## config.mk

```make
export PLATFORM = sky130hd
export DESIGN_NAME = psls_fifo
export DESIGN_NICKNAME = d
export VERILOG_FILES = /design/src/per_source_latency_statistics_assert.svh /design/src/psls_pkg.sv /design/src/psls_fifo.sv
export SDC_FILE = /design/constraint.sdc
export NUM_CORES = 1
export LEC_CHECK = 0
export ABC_CLOCK_PERIOD_IN_PS = 2700
export BUFFER_PORTS_ARGS = -buffer_cell sky130_fd_sc_hd__buf_2
export CORE_MARGIN = 2
export CORE_UTILIZATION = 46
export DETAILED_ROUTE_END_ITERATION = 7
export PLACE_DENSITY = 0.75
export SLEW_MARGIN = 20
export SYNTH_ARGS = -nofsm -noshare
export SYNTH_HDL_FRONTEND = slang
export SYNTH_SLANG_ARGS = --single-unit
```

## constraint.sdc

```tcl
create_clock -name clk -period 2.7 [get_ports clk]
set_input_delay 0.135 -clock clk [delete_from_list [all_inputs] [get_ports clk]]
set_output_delay 0.135 -clock clk [all_outputs]
set_load 0.01 [all_outputs]
```

## src/per_source_latency_statistics_assert.svh

```systemverilog
// -----------------------------------------------------------------------------
// per_source_latency_statistics_assert.svh
// Assertion macros shared by the statistics block.
// -----------------------------------------------------------------------------
`ifndef PER_SOURCE_LATENCY_STATISTICS_ASSERT_SVH
`define PER_SOURCE_LATENCY_STATISTICS_ASSERT_SVH

`ifndef SYNTH
`define PSLS_ASSERT_IMP(lbl, clk, rst_n, ante, cons) \
	lbl: assert property (@(posedge clk) disable iff (!rst_n) (ante) |-> (cons)) \
		else $error("assertion failed");
`define PSLS_ASSERT_NXT(lbl, clk, rst_n, ante, cons) \
	lbl: assert property (@(posedge clk) disable iff (!rst_n) (ante) |=> (cons)) \
		else $error("assertion failed");
`else
`define PSLS_ASSERT_IMP(lbl, clk, rst_n, ante, cons)
`define PSLS_ASSERT_NXT(lbl, clk, rst_n, ante, cons)
`endif

`endif

```

## src/psls_pkg.sv

```systemverilog
`timescale 1ns / 1ps
// -----------------------------------------------------------------------------
// psls_pkg
// Types and constants of the per-source latency statistics block.
// -----------------------------------------------------------------------------
package psls_pkg;

	localparam int MAX_SOURCES = 16;
	localparam int SIDX_W      = $clog2(MAX_SOURCES);
	localparam int OP_W        = 2;
	localparam int SRC_W       = 4;
	localparam int CNT_W       = 32;
	localparam int SUM_W       = 48;
	localparam int CFG_W       = 5;
	localparam int QDEPTH      = 2;
	localparam int QPTR_W      = $clog2(QDEPTH);
	localparam int DIV_CNT_W   = $clog2(SUM_W);

	localparam logic [CFG_W-1:0] NUM_SOURCES_RST = CFG_W'(16);
	localparam logic [CNT_W-1:0] CNT_MAX         = {CNT_W{1'b1}};
	localparam logic [SUM_W-1:0] SUM_MAX         = {SUM_W{1'b1}};

	localparam logic [OP_W-1:0] OP_MADE  = 2'd0;
	localparam logic [OP_W-1:0] OP_EATEN = 2'd1;
	localparam logic [OP_W-1:0] OP_QUERY = 2'd2;

	typedef struct packed {
		logic [OP_W-1:0]  op;
		logic [SRC_W-1:0] idx;
		logic [CNT_W-1:0] delay;
		logic             err;
	} cmd_t;

	typedef struct packed {
		logic [CNT_W-1:0] made;
		logic [CNT_W-1:0] eaten;
		logic [CNT_W-1:0] mn;
		logic [CNT_W-1:0] mx;
		logic [SUM_W-1:0] sum;
	} rec_t;

	typedef struct packed {
		logic [CNT_W-1:0] made;
		logic [CNT_W-1:0] eaten;
		logic [CNT_W-1:0] mn;
		logic [CNT_W-1:0] mx;
		logic [CNT_W-1:0] mean;
		logic             mismatch;
		logic             err;
	} res_t;

	typedef enum logic [1:0] {
		BK_IDLE,
		BK_DIV,
		BK_OUT
	} bk_state_t;

endpackage

```

## src/psls_fifo.sv

```systemverilog
`timescale 1ns / 1ps
// -----------------------------------------------------------------------------
// psls_fifo
// Short command queue between the front and the record engine.
// -----------------------------------------------------------------------------
module psls_fifo import psls_pkg::*; (
	input  logic clk,
	input  logic arst_n,
	input  logic push,
	input  cmd_t push_data,
	output logic full,
	input  logic pop,
	output cmd_t pop_data,
	output logic empty
);

	cmd_t              mem_q [QDEPTH];
	logic [QPTR_W-1:0] wr_ptr_q;
	logic [QPTR_W-1:0] rd_ptr_q;
	logic [QPTR_W:0]   cnt_q;

	assign full     = (cnt_q == (QPTR_W+1)'(QDEPTH));
	assign empty    = (cnt_q == '0);
	assign pop_data = mem_q[rd_ptr_q];

	always_ff @(posedge clk or negedge arst_n) begin
		if (!arst_n) begin
			wr_ptr_q <= '0;
			rd_ptr_q <= '0;
			cnt_q    <= '0;
		end else begin
			if (push) begin
				wr_ptr_q <= (wr_ptr_q == QPTR_W'(QDEPTH-1)) ? '0 : wr_ptr_q + 1'b1;
			end
			if (pop) begin
				rd_ptr_q <= (rd_ptr_q == QPTR_W'(QDEPTH-1)) ? '0 : rd_ptr_q + 1'b1;
			end
			if (push && !pop) begin
				cnt_q <= cnt_q + 1'b1;
			end else if (pop && !push) begin
				cnt_q <= cnt_q - 1'b1;
			end
		end
	end

	always_ff @(posedge clk) begin
		if (push) begin
			mem_q[wr_ptr_q] <= push_data;
		end
	end

endmodule

```

==> run summary, run 1 <==
In this run the cell area measured after placement is 0.00352 sq mm. The number of vias after detailed routing came out at 1682. The final core area utilization came out at 65.2%. The number of iterations in the first detailed-routing pass came out at 4.

The count of nets left with antenna violations once routing finished came out at 0. The average vias per placed instance is 4.75. The Yosys step of the flow raised 0 warnings. The library cell used most frequently in the layout, excluding fill and tap cells, is buf_2. The number of buffers inserted during clock tree synthesis came out at 9. The number of storage elements in the synthesis netlist came out at 82. In this run the power density over the cells is 916 mW/mm^2. The area of all placed cells without fillers came out at 0.00414 sq mm. The number of instances in the placed design came out at 297. The DRC violation count after routing is 0.

The total count of hold-check failures in the final report is 0. STA classifies the critical path startpoint as a register. The source-to-sink clock delay at the later pin of the worst-skew pair is 340 ps. The average wire length per cell after detail routing came out at 15.1 um.

The slack of the worst reg-to-reg path came out at 1440 ps. The net count after synthesis is 181. The final wirelength came out at 5.36 mm. The post-route setup TNS is 0 ps.

The worst endpoint data arrival time is 1900 ps. Along the worst path, the maximum fanout reaches 40. The aggregate global-route resource usage is 16.1%.

The critical path is of the register to output pin type. The relative max-transition margin came out at 39.6%. After layout, the design draws a total of 3.79 mW. The run finished with clean final reports. Port buffering added 83 buffers. The worst register-to-register path has a depth of 1. From bottom edge to top edge, the die measures 84.9 um. The worst-case setup slack after placement came out at 1010 ps. The total core area came out at 0.00635 sq mm. The tree built by TritonCTS fans out to 82 sinks. The static leakage power is 1.61 nW. The post-route clock skew is 4.87 ps. For this run, the post-layout net count is 316. Setup repair after global routing left no endpoint under its margin. The number of primary I/O pins came out at 84. The last weighted congestion value of the routability-driven placer came out at 0.674. The actual slew at the worst max-slew pin is 906 ps. Across the run, the number of max-cap violations was 0.

The data required time of the worst path is 2570 ps. Of the available clock period, the critical path in the final layout requires 75.2%. TritonCTS built the clock tree. The antenna cell count came out at 0. The first-pass GRT wire length is 8.57 mm.

The number of gates resized after CTS is 0. The worst setup path is captured at an output pin. The die outline area is 0.00721 sq mm. The worst hold path begins at push. The worst path needs 2030 ps of the cycle, external delays included.

The starting utilization of the core area is 47.4%. The overall die width came out at 84.9 um. In the layout the commonest cells are buf_2, edfxtp_1, dlygate4sd3_1.

The final number of max-transition violations came to 0. The destination of the worst hold path is wr_ptr_q. The setup violation total in the final timing report is 0. The number of global-route vias before repair is 1837. The worst register-to-register path ends at rd_ptr_q. Derived from the worst setup path, the maximum achievable clock frequency is 0.492 GHz. The sequential area share after synthesis is 81.1%. The area growth from synthesis to final layout is 37.3%. Detailed placement ended at an HPWL of 3.14 mm.

The maximum root-to-sink buffer count is 2. The synthesized cell area came out at 0.00301 sq mm. The number of antenna violations at the first check in global routing is 0.

The average cell area after synthesis is 22.0 sq um. The post-synthesis instance total came out at 137. The final global-route overflow total is 0. The post-route worst setup slack came out at 669 ps. The clock tree synthesis step divided the H-tree into 3 levels. For this block, the initial DRC count from the detailed router was 49. The worst hold path belongs to the class input port to register. The final-layout worst hold slack is 29.1 ps.

The number of placement rows is 29. The count of non-filler cells in the finished layout came out at 354. The worst register-to-register path begins at rd_ptr_q. The maximum number of pins on one net before global-route repair is 41. The unique cell type count in the Yosys netlist is 11. Clock tree synthesis selected as its root buffer the cell clkbuf_8.

The fraction of layout instances using a drive strength above 1 came out at 51.6%. IR analysis of the VDD net gives a maximum drop of 0.605 mV. The number of cells on the worst hold path is 2. The post-CTS clock slew at the launch and capture registers of the worst setup and hold paths is 80 ps.
==> cell usage after synthesis, drive strengths merged <==
| library cell | count | area share [%] |
|---|---|---|
| dfrtp | 4 | 3.3 |
| buf | 4 | 1.5 |
| edfxtp | 78 | 78 |
| xor2 | 4 | 1.2 |
| inv | 1 | 0.12 |
| and2 | 1 | 0.21 |
| xnor2 | 1 | 0.29 |
| nor2b | 2 | 0.42 |
| nor2 | 2 | 0.25 |
| ha | 1 | 0.42 |
| mux2 | 39 | 15 |
==> sequential cells by signal (all words and copies together) (netlist names) <==
register	cells
cnt_q	2
wr_ptr_q	1
rd_ptr_q	1
mem_q	78
==> worst max-delay path, cell delays in order, from the launching register on <==
cell and delay, ps:
dfrtp_2 970, mux2_2 430, buf_2 150
==> repair_timing <==
action / CTS / global route
setup buffers: 0 / 0
endpoints found under the hold margin: 83 / 0
hold buffers: 41 / 0
==> cell type report <==
type,count,area [sq um]
flip-flops and latches,82,2440
clock buffers,14,173
multi-input cells,50,531
repair buffers,128,856
well taps,77,96.3
fillers,443,2210
clock inverters,2,35.0
inverters,1,3.75
==> cell families after synthesis <==
logic type,after synthesis,synth area share [%]
AND/OR/NAND/NOR,5,0.872
flip-flops,82,81.1
buffers and inverters,5,1.62
adder cells (fa/ha/maj),1,0.415
XOR/XNOR,5,1.45
multiplexers,39,14.6
==> power breakdown <==
part / switching [mW] / internal (mW) / total [mW]
Clock: 0.392 / 0.503 / 0.895
Sequential: 0.186 / 1.69 / 1.88
Combinational: 0.469 / 0.550 / 1.02
Total: 1.05 / 2.74 / 3.79
==> worst max path at each step <==
stage	slack, ps	endpoint	start	cells after the start
after floorplan	110	mem_q[0][0]	wr_ptr_q	1
after global placement	1030	pop_data[20]	rd_ptr_q	2
after detailed placement	1010	pop_data[18]	rd_ptr_q	2
after CTS	620	pop_data[18]	rd_ptr_q	2
after global routing	540	pop_data[1]	rd_ptr_q	2
final	670	pop_data[20]	rd_ptr_q	2
==> per-layer routing <==
metal / part of all wire (%) / track usage (%) / vias to the layer above / wire length, um
li1: - / - / 804 / -
met1: 40 / 17.8 / 802 / 2170
met2: 53 / 28.3 / 68 / 2810
met3: 5.4 / 4.38 / 8 / 292
met4: 1.5 / 8.23 / 0 / 83
met5: 0 / 0 / - / 0
Note: power is estimated with default switching activity, not from simulation.
==> inputs of run 2 (changes only) <==
--- a/config.mk
+++ b/config.mk
@@ -5,7 +5,7 @@
 export SDC_FILE = /design/constraint.sdc
 export NUM_CORES = 1
 export LEC_CHECK = 0
-export ABC_CLOCK_PERIOD_IN_PS = 2700
+export ABC_CLOCK_PERIOD_IN_PS = 1700
 export BUFFER_PORTS_ARGS = -buffer_cell sky130_fd_sc_hd__buf_2
 export CORE_MARGIN = 2
 export CORE_UTILIZATION = 46
==> constraint.sdc (replaced) <==
create_clock -name clk -period 1.7 [get_ports clk]
set_input_delay 0.085 -clock clk [delete_from_list [all_inputs] [get_ports clk]]
set_output_delay 0.085 -clock clk [all_outputs]
set_load 0.01 [all_outputs]
==> run summary, run 2 (same netlist as run 1, synthesis figures left out) <==
The number of buffers inserted during clock tree synthesis came out at 9 (unchanged). The number of primary I/O pins came to 84 (unchanged). The half-perimeter wire length of the detailed placement result came out at 3.30 mm (+5.2%).

The final wirelength is 5.41 mm (+0.91%). The number of placement rows is 29 (unchanged). The instance area at placement is 0.00353 sq mm (+0.43%). The final-layout worst hold slack came to 82.5 ps (+53.4 ps). The die extent in y came out at 84.9 um (unchanged). The maximum achievable frequency is 0.628 GHz.

The post-detailed-route count of antenna-violating nets came out at 0 (unchanged). The count of buffers added by post-CTS timing repair for setup came out at 0 (unchanged). The final cycle utilization of the critical path is 93.7%. The last weighted congestion value of the routability-driven placer is 0.664 (-1.5%). The area growth from synthesis to final layout is 37.1%.

The count of nets after finishing came out at 319 (+0.95%). The total count of hold-check failures in the final report was 0 (unchanged). The relative max-transition margin came to 79.5% (+40 points). The highest fanout seen on the critical path is 22 (-45%).

The static leakage power is 1.61 nW (-0.14%). The actual slew at the worst max-slew pin is 307 ps (-599 ps). The post-CTS clock slew at the launch and capture registers of the worst setup and hold paths is 70 ps (about the same). The critical path endpoint category is an output pin. The source-to-sink clock delay at the later pin of the worst-skew pair is 330 ps (about the same).

The maximum resistive drop on vdd came out at 0.911 mV (+51%). The maximum level of the CTS H-tree was 3 (unchanged). The maximum number of pins on one net before global-route repair came to 23 (-44%). The flip-flop count of the largest register, all copies and words added is 78 (unchanged).

The setup violation total in the final timing report is 0 (unchanged). The count of input and output buffers is 83 (unchanged). The number of global-route vias before repair came out at 1860 (+1.3%). The first-pass GRT wire length came out at 8.68 mm (+1.3%).

The total core area is 0.00635 sq mm (unchanged). The critical path in this run is classified as register to output pin. The average vias per placed instance came to 4.73 (-0.50%). The area of all placed cells without fillers is 0.00413 sq mm (-0.18%).

The number of vias after detailed routing came to 1683 (+0.059%). The maximum root-to-sink buffer count came out at 2 (unchanged). The aggregate global-route resource usage is 16.1% (+0.077 points). Clock tree synthesis selected as its root buffer the cell clkbuf_8. The post-route clock skew was 4.29 ps (-0.579 ps). The run finished with clean final reports. The final critical delay including setup and external delays is 1590 ps. The DRC violation count after routing is 0 (unchanged). The worst hold path class is input port to async pin. The count of routing violations after the opening detailed-route iteration came out at 57 (+16%).

The number of iterations in the first detailed-routing pass is 4 (unchanged). The die outline area came out at 0.00721 sq mm (unchanged). The number of antenna violations at the first check in global routing came out at 0 (unchanged). The clock sink count was 82 (unchanged). The final core area utilization was 65.0% (-0.12 points).

The cell area power density came out at 1430 mW/mm^2 (+56%). The final number of max-transition violations came out at 0 (unchanged). The largest registers in the layout are mem_q x78, cnt_q x2. The worst endpoint data arrival time is 1510 ps (-390 ps). More flip-flops sit in one register than any other, and that register is mem_q. The startpoint class of the critical path is a register.

The data required time of the worst path is 1620 ps (-950 ps). The library cells used most frequently in the layout, excluding fill and tap cells, are buf_2, edfxtp_1, dlygate4sd3_1. The final global-route overflow total is 0 (unchanged). The leading cell type in the layout, fill and taps excluded is buf_2. The overall die width was 84.9 um (unchanged). Setup repair after global routing left no endpoint under its margin.

The cell count of the worst reg-to-reg path came out at 2 (+1). The starting utilization of the core area was 47.4% (unchanged). The number of maximum-capacitance constraint violations came out at 0 (unchanged).

The post-route worst setup slack is 107 ps (-562 ps). The final-layout fill cell count came out at 468 (+5.6%). The post-route setup TNS came out at 0 ps (unchanged).

The antenna cell count came out at 0 (unchanged). The fraction of layout instances using a drive strength above 1 is 51.3% (-0.37 points). The average wire length per cell after detail routing came out at 15.2 um (+0.35%). The worst-case setup slack after placement is 458 ps (-552 ps). TritonCTS built the clock tree.
-- run 2: worst paths after layout --
| check | from | to | slack, ps |
|---|---|---|---|
| max in group asynchronous | arst_n | rd_ptr_q | 1490 |
| worst min-delay path | arst_n | cnt_q[1] | 80 |
| min in group clk | push_data[1] | mem_q[1][1] | 470 |
| worst max-delay path | rd_ptr_q | pop_data[26] | 110 |
| worst min register to register | cnt_q[1] | cnt_q[1] | 490 |
| worst max register to register | wr_ptr_q | mem_q[1][33] | 480 |
-- run 2: per-stage QoR --
stage | power (mW) | std cells
final | 5.91 | 356
after global routing | 6.23 | 356
after CTS | 5.99 | 356
after detailed placement | 4.63 | 299
after global placement | 4.59 | 299
after floorplan | 4.01 | 137
-- run 2: cell type report --
cell class                 instances  area, sq um  share of cell area, %
multi-input combinational         50          531                   12.8
clock buffer                      11          131                   3.18
sequential                        82         2440                   59.2
inverter                           1         3.75                 0.0909
clock inverter                     4         43.8                   1.06
tap                               77         96.3                   2.33
timing repair buffer             131          881                   21.3
-- run 2: critical path, stage by stage, from the launching register on --
cell     delay [ps]
dfrtp_2         350
buf_4           280
mux2_2          390
buf_2           140
-- run 2: what timing repair did --
action	CTS	global route
hold endpoints to repair	84	0
resized for setup	0	0
hold buffers	42	0
-- run 2: routing by layer --
metal | GRT usage, % | wire length [um]
met3 | 4.38 | 217
met4 | 8.37 | 131
met5 | 0 | 0
met1 | 17.6 | 2040
met2 | 28.8 | 3020
-- run 2: power breakdown --
group / switching, mW / internal (mW)
Combinational: 0.932 / 0.899
Clock: 0.611 / 0.662
Sequential: 0.117 / 2.69
